--- config.mk ---
export PLATFORM = sky130hd
export DESIGN_NAME = kmc_div
export DESIGN_NICKNAME = d
export VERILOG_FILES = /design/src/sv/kmc_pkg.sv /design/src/sv/kmc_div.sv
export SDC_FILE = /design/constraint.sdc
export NUM_CORES = 1
export LEC_CHECK = 0
export ABC_AREA = 1
export BUFFER_PORTS_ARGS = -buffer_cell sky130_fd_sc_hd__buf_2
export CORE_UTILIZATION = 37
export DETAILED_ROUTE_END_ITERATION = 8
export PLACE_DENSITY_LB_ADDON = 0.2
export SKIP_CTS_REPAIR_TIMING = 1
export SLEW_MARGIN = 20
export SYNTH_ARGS = -nofsm -noshare
export SYNTH_HDL_FRONTEND = slang
export SYNTH_SLANG_ARGS = --single-unit
export TNS_END_PERCENT = 20
--- constraint.sdc ---
create_clock -name clk -period 2.8 [get_ports clk]
set_input_delay 0 -clock clk [delete_from_list [all_inputs] [get_ports clk]]
set_output_delay 0 -clock clk [all_outputs]
set_load 0.005 [all_outputs]
--- src/sv/kmc_pkg.sv ---
// kmc_pkg: shared constants, types and state codes for the k-means block
// no dependencies
package kmc_pkg;

  localparam int MAX_POINTS   = 1024;
  localparam int MAX_CLUSTERS = 8;

  localparam int COORD_W = 40;
  localparam int HALF_W  = COORD_W / 2;
  localparam int PROD_W  = 2 * HALF_W;
  localparam int DIST_W  = 2 * COORD_W + 1;
  localparam int IDX_W   = 3;
  localparam int K_W     = 4;
  localparam int ITER_W  = 8;
  localparam int CNT_W   = $clog2(MAX_POINTS + 1);
  localparam int PTR_W   = (MAX_POINTS > 1) ? $clog2(MAX_POINTS) : 1;
  localparam int SUM_W   = COORD_W + ((MAX_POINTS > 1) ? $clog2(MAX_POINTS) : 1);
  localparam int NCELL   = (MAX_CLUSTERS < 8) ? MAX_CLUSTERS : 8;
  localparam int CELL_LAT = 4;
  localparam int DRAIN_LEN = CELL_LAT * NCELL + 3;
  localparam int DRAIN_W = $clog2(DRAIN_LEN + 1);
  localparam int DSTEP_W = $clog2(SUM_W + 1);
  localparam int CFG_IDX_W = 1;
  localparam int CFG_DATA_W = 8;

  localparam logic [ITER_W-1:0] DEFAULT_ITERATIONS = ITER_W'(15);
  localparam logic [K_W-1:0]    DEFAULT_CLUSTERS   = K_W'(7);

  typedef enum logic [CFG_IDX_W-1:0] {
    REG_CLUSTER_COUNT   = 1'b0,
    REG_ITERATION_COUNT = 1'b1
  } cfg_reg_t;

  typedef enum logic [2:0] {
    S_LOAD,
    S_CLEAR,
    S_STREAM,
    S_DRAIN,
    S_DIV,
    S_EMIT
  } state_t;

  typedef struct packed {
    logic               valid;
    logic [COORD_W-1:0] px;
    logic [COORD_W-1:0] py;
    logic               has;
    logic [DIST_W-1:0]  best_d;
    logic [IDX_W-1:0]   idx;
  } link_t;

  typedef struct packed {
    logic               valid;
    logic [IDX_W-1:0]   idx;
    logic [COORD_W-1:0] px;
    logic [COORD_W-1:0] py;
  } acc_t;

  typedef struct packed {
    logic [K_W-1:0]     k;
    logic               clr;
    logic               wr_x;
    logic               wr_y;
    logic [IDX_W-1:0]   wr_idx;
    logic [COORD_W-1:0] wr_x_val;
    logic [COORD_W-1:0] wr_y_val;
  } cell_ctrl_t;

  typedef struct packed {
    logic [COORD_W-1:0] cx;
    logic [COORD_W-1:0] cy;
    logic [SUM_W-1:0]   sx;
    logic [SUM_W-1:0]   sy;
    logic [CNT_W-1:0]   cnt;
  } cell_stat_t;

endpackage

--- src/sv/kmc_div.sv ---
// kmc_div: restoring divider, one quotient bit per cycle, for centroid means
// depends on kmc_pkg
module kmc_div import kmc_pkg::*; (
  input  logic               clk,
  input  logic               rst,
  input  logic               start,
  input  logic [SUM_W-1:0]   dividend,
  input  logic [CNT_W-1:0]   divisor,
  output logic               done,
  output logic [COORD_W-1:0] quotient
);

  logic               busy;
  logic [DSTEP_W-1:0] steps;
  logic [SUM_W-1:0]   q;
  logic [CNT_W-1:0]   rem;
  logic [CNT_W-1:0]   dvs;
  logic [CNT_W:0]     trial;
  logic [CNT_W:0]     diff;
  logic               fits;

  assign trial = {rem, q[SUM_W-1]};
  assign diff  = trial - {1'b0, dvs};
  assign fits  = trial >= {1'b0, dvs};

  always_ff @(posedge clk) begin
    if (rst) begin
      busy  <= 1'b0;
      done  <= 1'b0;
      steps <= '0;
    end else begin
      done <= busy && steps == DSTEP_W'(1);
      if (start && !busy) begin
        busy  <= 1'b1;
        steps <= DSTEP_W'(SUM_W);
      end else if (busy) begin
        steps <= steps - DSTEP_W'(1);
        if (steps == DSTEP_W'(1)) busy <= 1'b0;
      end
    end
  end

  always_ff @(posedge clk) begin
    if (start && !busy) begin
      q   <= dividend;
      rem <= '0;
      dvs <= divisor;
    end else if (busy) begin
      rem <= fits ? diff[CNT_W-1:0] : trial[CNT_W-1:0];
      q   <= {q[SUM_W-2:0], fits};
    end
  end

  assign quotient = q[COORD_W-1:0];

  a_done_idle: assert property (@(posedge clk) disable iff (rst) done |-> !busy)
    else $error("divider done while busy");
  a_steps_live: assert property (@(posedge clk) disable iff (rst) busy |-> steps != '0)
    else $error("divider busy with no steps left");
  a_done_after_busy: assert property (@(posedge clk) disable iff (rst) done |-> $past(busy))
    else $error("divider done without a division");

endmodule

# Word level (Yosys, flattened, before mapping)
# Index checks and enable logic that the tools add are counted.
[classes]
n_lt_le_gt_ge = 1
bitwise_logic = 0
div = 0
eq_ne = 1
addsub = 2
n_reduce_logical = 5
mul = 0
shifts = 0
muxes = 8
[op_table]
columns = ["cell", "n"]
rows = [
  ["$mux 50", 2],
  ["$ge 12x11->1", 1],
  ["$mux 6", 2],
  ["$mux 11", 1],
  ["$sub 11x11->11", 1],
  ["$eq 6x1->1 const B", 1],
  ["$sub 6x1->6 const B", 1],
  ["$mux 1", 3],
  ["$logic_and 1x1->1", 2],
  ["$reduce_bool 2->1", 1],
  ["$reduce_or 2->1", 1],
  ["$logic_not 1->1", 1],
]
[word_totals]
memories = 0
register_bits = 80
rom_bits = 0
elab_cells = 24
latch_bits = 0
ramBits = 0
inputBits = 64

# Longest topological paths before layout
[depth]
ltp_word = 4
mapped_depth = 12

# Worst setup path before layout
# OpenSTA, ideal clock, no wires.
[synth_timing]
kind = "reg-to-reg"
from = "register busy"
to = "register q[0] (enable)"
synth_period_minus_slack_ps = 1931
stages_incl_launch_ff = 4
path_buffers = 1
path_slack_ps = 869
t_arrival_ps = 1526
t_required_ps = 2395
path_cell_list = "dfxtp_1 > buf_2 > nor2_1 > inv_1"
[synth_via]
elab_chain_len = 3
[synth_rtl]
columns = ["element", "line_no", "rtl"]
rows = [
  ["from (decl)", "kmc_div.sv:13", "logic busy;"],
  ["from (signal assigned)", "kmc_div.sv:28", "busy <= 1'b0;"],
  ["from (signal assigned)", "kmc_div.sv:34", "busy <= 1'b1;"],
  ["from (signal assigned)", "kmc_div.sv:38", "if (steps == DSTEP_W'(1)) busy <= 1'b0;"],
  ["$logic_not 1->1", "kmc_div.sv:44", "if (start && !busy) begin"],
  ["$logic_and 1x1->1", "kmc_div.sv:44", ""],
  ["$reduce_bool 2->1 (no source line) (*)", "-", ""],
  ["to (signal assigned)", "kmc_div.sv:45", "q <= dividend;"],
  ["to (signal assigned)", "kmc_div.sv:50", "q <= {q[SUM_W-2:0], fits};"],
  ["to (decl)", "kmc_div.sv:15", "logic [SUM_W-1:0] q;"],
]
# Mark *: on every way between the ends. The rest lies on a longest branch, timed or not.
# A chain may end at the register's enable or synchronous reset.

# Worst setup path in the final report
[layout_timing]
from = "register q[49]"
to = "register rem[9]"
[layout_via]
elab_chain_len = 2
word_cells_on_any_way = 3
[layout_rtl]
columns = ["element", "line_no", "rtl"]
rows = [
  ["$sub 11x11->11 / $ge 12x11->1 (equally long branches)", "kmc_div.sv:23, kmc_div.sv:24", ""],
  ["$mux 11 (*)", "kmc_div.sv:49", "rem <= fits ? diff[CNT_W-1:0] : trial[CNT_W-1:0];"],
  ["to (signal assigned)", "kmc_div.sv:49", ""],
  ["to (decl)", "kmc_div.sv:16", "logic [CNT_W-1:0] rem;"],
]
# Marks and branches as above.

==> flow_summary_export.csv <==
group,metric,value,unit
outcome,status,"finished with violations",
outcome,violations,"negative hold slack",
worst_setup_path,arrival,2.55,ns
floorplan,coreArea,0.0114,mm^2
route,dr.pass1.iters,4,
yosys,synth_commonest_cells,"229 x nand2_1, 61 x edfxtp_1, 50 x inv_1",
timing,tightestPinTransition,0.905,ns
power,leakagePower,2.79,nW
floorplan,ios,105,
power,power_density,714,mW/mm^2
yosys,yosys.area.top_type,"edfxtp_1",
floorplan,die_w,110,um
timing,slew_viol_final,0,
worst_setup_path,startpoint,"q[49]$_DFFE_PP_",
yosys,postSynth.asyncResetShare,0,%
worst_setup_path,cp_data_required_time,3.02,ns
worst_setup_path,regToRegStartpoint,"q[49]$_DFFE_PP_",
worst_setup_path,critPathMaxFanout,12,
clock_network,cts_tree,"done",
timing,rsz0062_at_grt,"false",
clock_network,clockBufferDepth,2,
worst_setup_path,crit_path_start_kind,"flip-flop",
yosys,synthesis.nets,600,
clock_network,cts.clk_slew.worst_paths,0.06,ns
timing,finalHoldViolations,1,
floorplan,core.rowCount,39,
timing,setup_tns,0,ns
finish,drive_above_1_share,20.6,%
clock_network,cts-root-buf,"clkbuf_16",
grt,grt_max_degree,63,
timing,timing.fmax,428,MHz
yosys,synth_top_area_share,42.3,%
worst_hold_path,hold_class,"input port to flip-flop",
route,wl_per_cell,12.1,um
floorplan,initial_utilization,37.9,%
grt,grt_usage,15.5,%
yosys,yosysMostFrequentCell,"nand2_1",
yosys,synth-edff-count,61,
route,route.detailed.drc,0,
yosys,avgSynthCellArea,8.29,um^2
clock_network,htree_levels,3,
grt,grt_pass1_wl,14.6,mm
flow_run,drv_cap,0,
finish,insertedDiodeCount,0,
route,via_per_inst,4.62,
route,routed_wl,9.59,mm
power,ir_worst_vdd,311,uV
route,drt_iter0_markers,197,
timing,finalCriticalPeriod,2.34,ns
clock_network,cts.sinks,80,
timing,post-route-period-util,83.5,%
yosys,ys_types,27,
yosys,synth_area,0.00433,mm^2
timing,slew_headroom,39.7,%
yosys,synthTopCellsByArea,"edfxtp_1 42%, nand2_1 20%, dfxtp_1 8.8%",
timing,finalClockSkew,0.00993,ns
finish,syn2layout_area_growth,30.1,%
timing,hold_slack,-0.0133,ns
grt,antenna_found_initial,0,
yosys,ys_seq_elements,80,
place,dp_cells,715,
route,ant_nets,0,
worst_setup_path,critical-path-max-stage-delay,0.40,ns
yosys,synthFlopType,"edfxtp_1",
place,gp_congestion,0.859,
timing,setup_viol,0,
worst_hold_path,hold-path-cell-count,3,
grt,overflow,0,
place,hpwl,6.27,mm
clock_network,cts_buffers,9,
worst_hold_path,holdCritStartpoint,"dividend[47]",
floorplan,die-area,0.0121,mm^2
yosys,ys.warnings.count,0,
place,io_buffers,104,
finish,layout.cells.non_filler,792,
worst_setup_path,crit_chain,"inv_1, ha_1, fa_1, inv_1, nand3_1, nand3_1, nand2_1, nand4_2, nand3_1, nand3_1, nand2_1",
clock_network,insertion_delay,0.33,ns
yosys,yosysSeqAreaShare,51.1,%
worst_setup_path,end_kind,"flip-flop",
yosys,synthCells,522,
floorplan,die_h,110,um
worst_setup_path,worst_path_max_delay_cell,"fa_1",
worst_setup_path,r2r_cells,11,
grt,grt_pass1_vias,3202,
finish,fin_nets,722,
worst_setup_path,worst-setup-path-type,"flip-flop to flip-flop",
route,vias,3662,
worst_setup_path,cp_common_cell,"nand3_1",
## registers in the layout, summed over array words and instances, names as in the netlist
register / count
dvs: 11
rem: 11
steps: 6
busy: 1
done: 1
q: 50
## worst paths after layout
kind / to / slack (ns)
worst max-delay path: rem[9]$_SDFFE_PP0P_ / 0.46
worst min-delay path: q[47]$_DFFE_PP_ / -0.01
worst max register to register: rem[9]$_SDFFE_PP0P_ / 0.46
worst min register to register: steps[5]$_SDFFE_PP0P_ / 0.48
## through the flow
step | cell area, um^2 | hold WS, ns | total power, W | util [%] | setup slack [ns]
global placement | 4670 | 0.180 | 0.00262 | 40.9 | 0.516
finish | 5630 | -0.0133 | 0.00402 | 49.3 | 0.462
detailed placement | 4670 | 0.178 | 0.00261 | 40.9 | 0.504
global route | 5630 | 0.00958 | 0.00428 | 49.3 | 0.266
CTS | 5020 | -0.169 | 0.00399 | 43.9 | 0.476
floorplan | 4330 | 0.0724 | 0.00243 | - | 0.869
## power breakdown
group | leakage [nW] | internal [W] | total [W] | switching (W)
clock | 0.163 | 0.000877 | 0.00136 | 0.000481
combinational | 1.85 | 0.000449 | 0.00106 | 0.000608
sequential | 0.775 | 0.00148 | 0.00160 | 0.000119
## layout by cell type (no fill, tap or decap), types with 3 or more instances in the layout
cell,n
a21oi_1,5
buf_2,104
inv_2,4
inv_1,49
nor3_1,5
dfxtp_1,19
nand2_1,228
dlygate4sd3_1,61
nand3_1,32
xnor2_1,3
bufinv_16,3
clkbuf_16,9
edfxtp_1,61
nand2_2,4
nor2_1,17
ha_1,13
nand4_1,14
## cells by family after synthesis
| logic type | after synthesis | synth area share [%] |
|---|---|---|
| AO/OA/AOI/OAI | 10 | 1.42 |
| XOR/XNOR | 4 | 0.810 |
| adder cells (fa/ha/maj) | 14 | 4.22 |
| buffers and inverters | 111 | 13.7 |
| flip-flops | 80 | 51.1 |
| AND/OR/NAND/NOR | 303 | 28.7 |
## metal layers
metal	GRT usage, %	share of wire, %
met1	20.7	48
met2	25.4	47
met3	2.76	4.1
met4	5.45	0.85
met5	0	0
## worst max-delay path, delay by kind of cell (launching register included)
family,cells,cell delay (ns)
fa+ha+maj,2,0.62
simple gates,7,1.15
buf+inv,2,0.14
flops,1,0.32
## area by class of cell
cell class | count | area [um^2]
Sequential cell | 80 | 2210
Tap cell | 143 | 179
Timing Repair Buffer | 168 | 1170
Clock inverter | 6 | 115
Fill cell | 1122 | 5790
Multi-Input combinational cell | 331 | 1520
Inverter | 54 | 204
Clock buffer | 10 | 229
(Power assumes the default switching activity.)
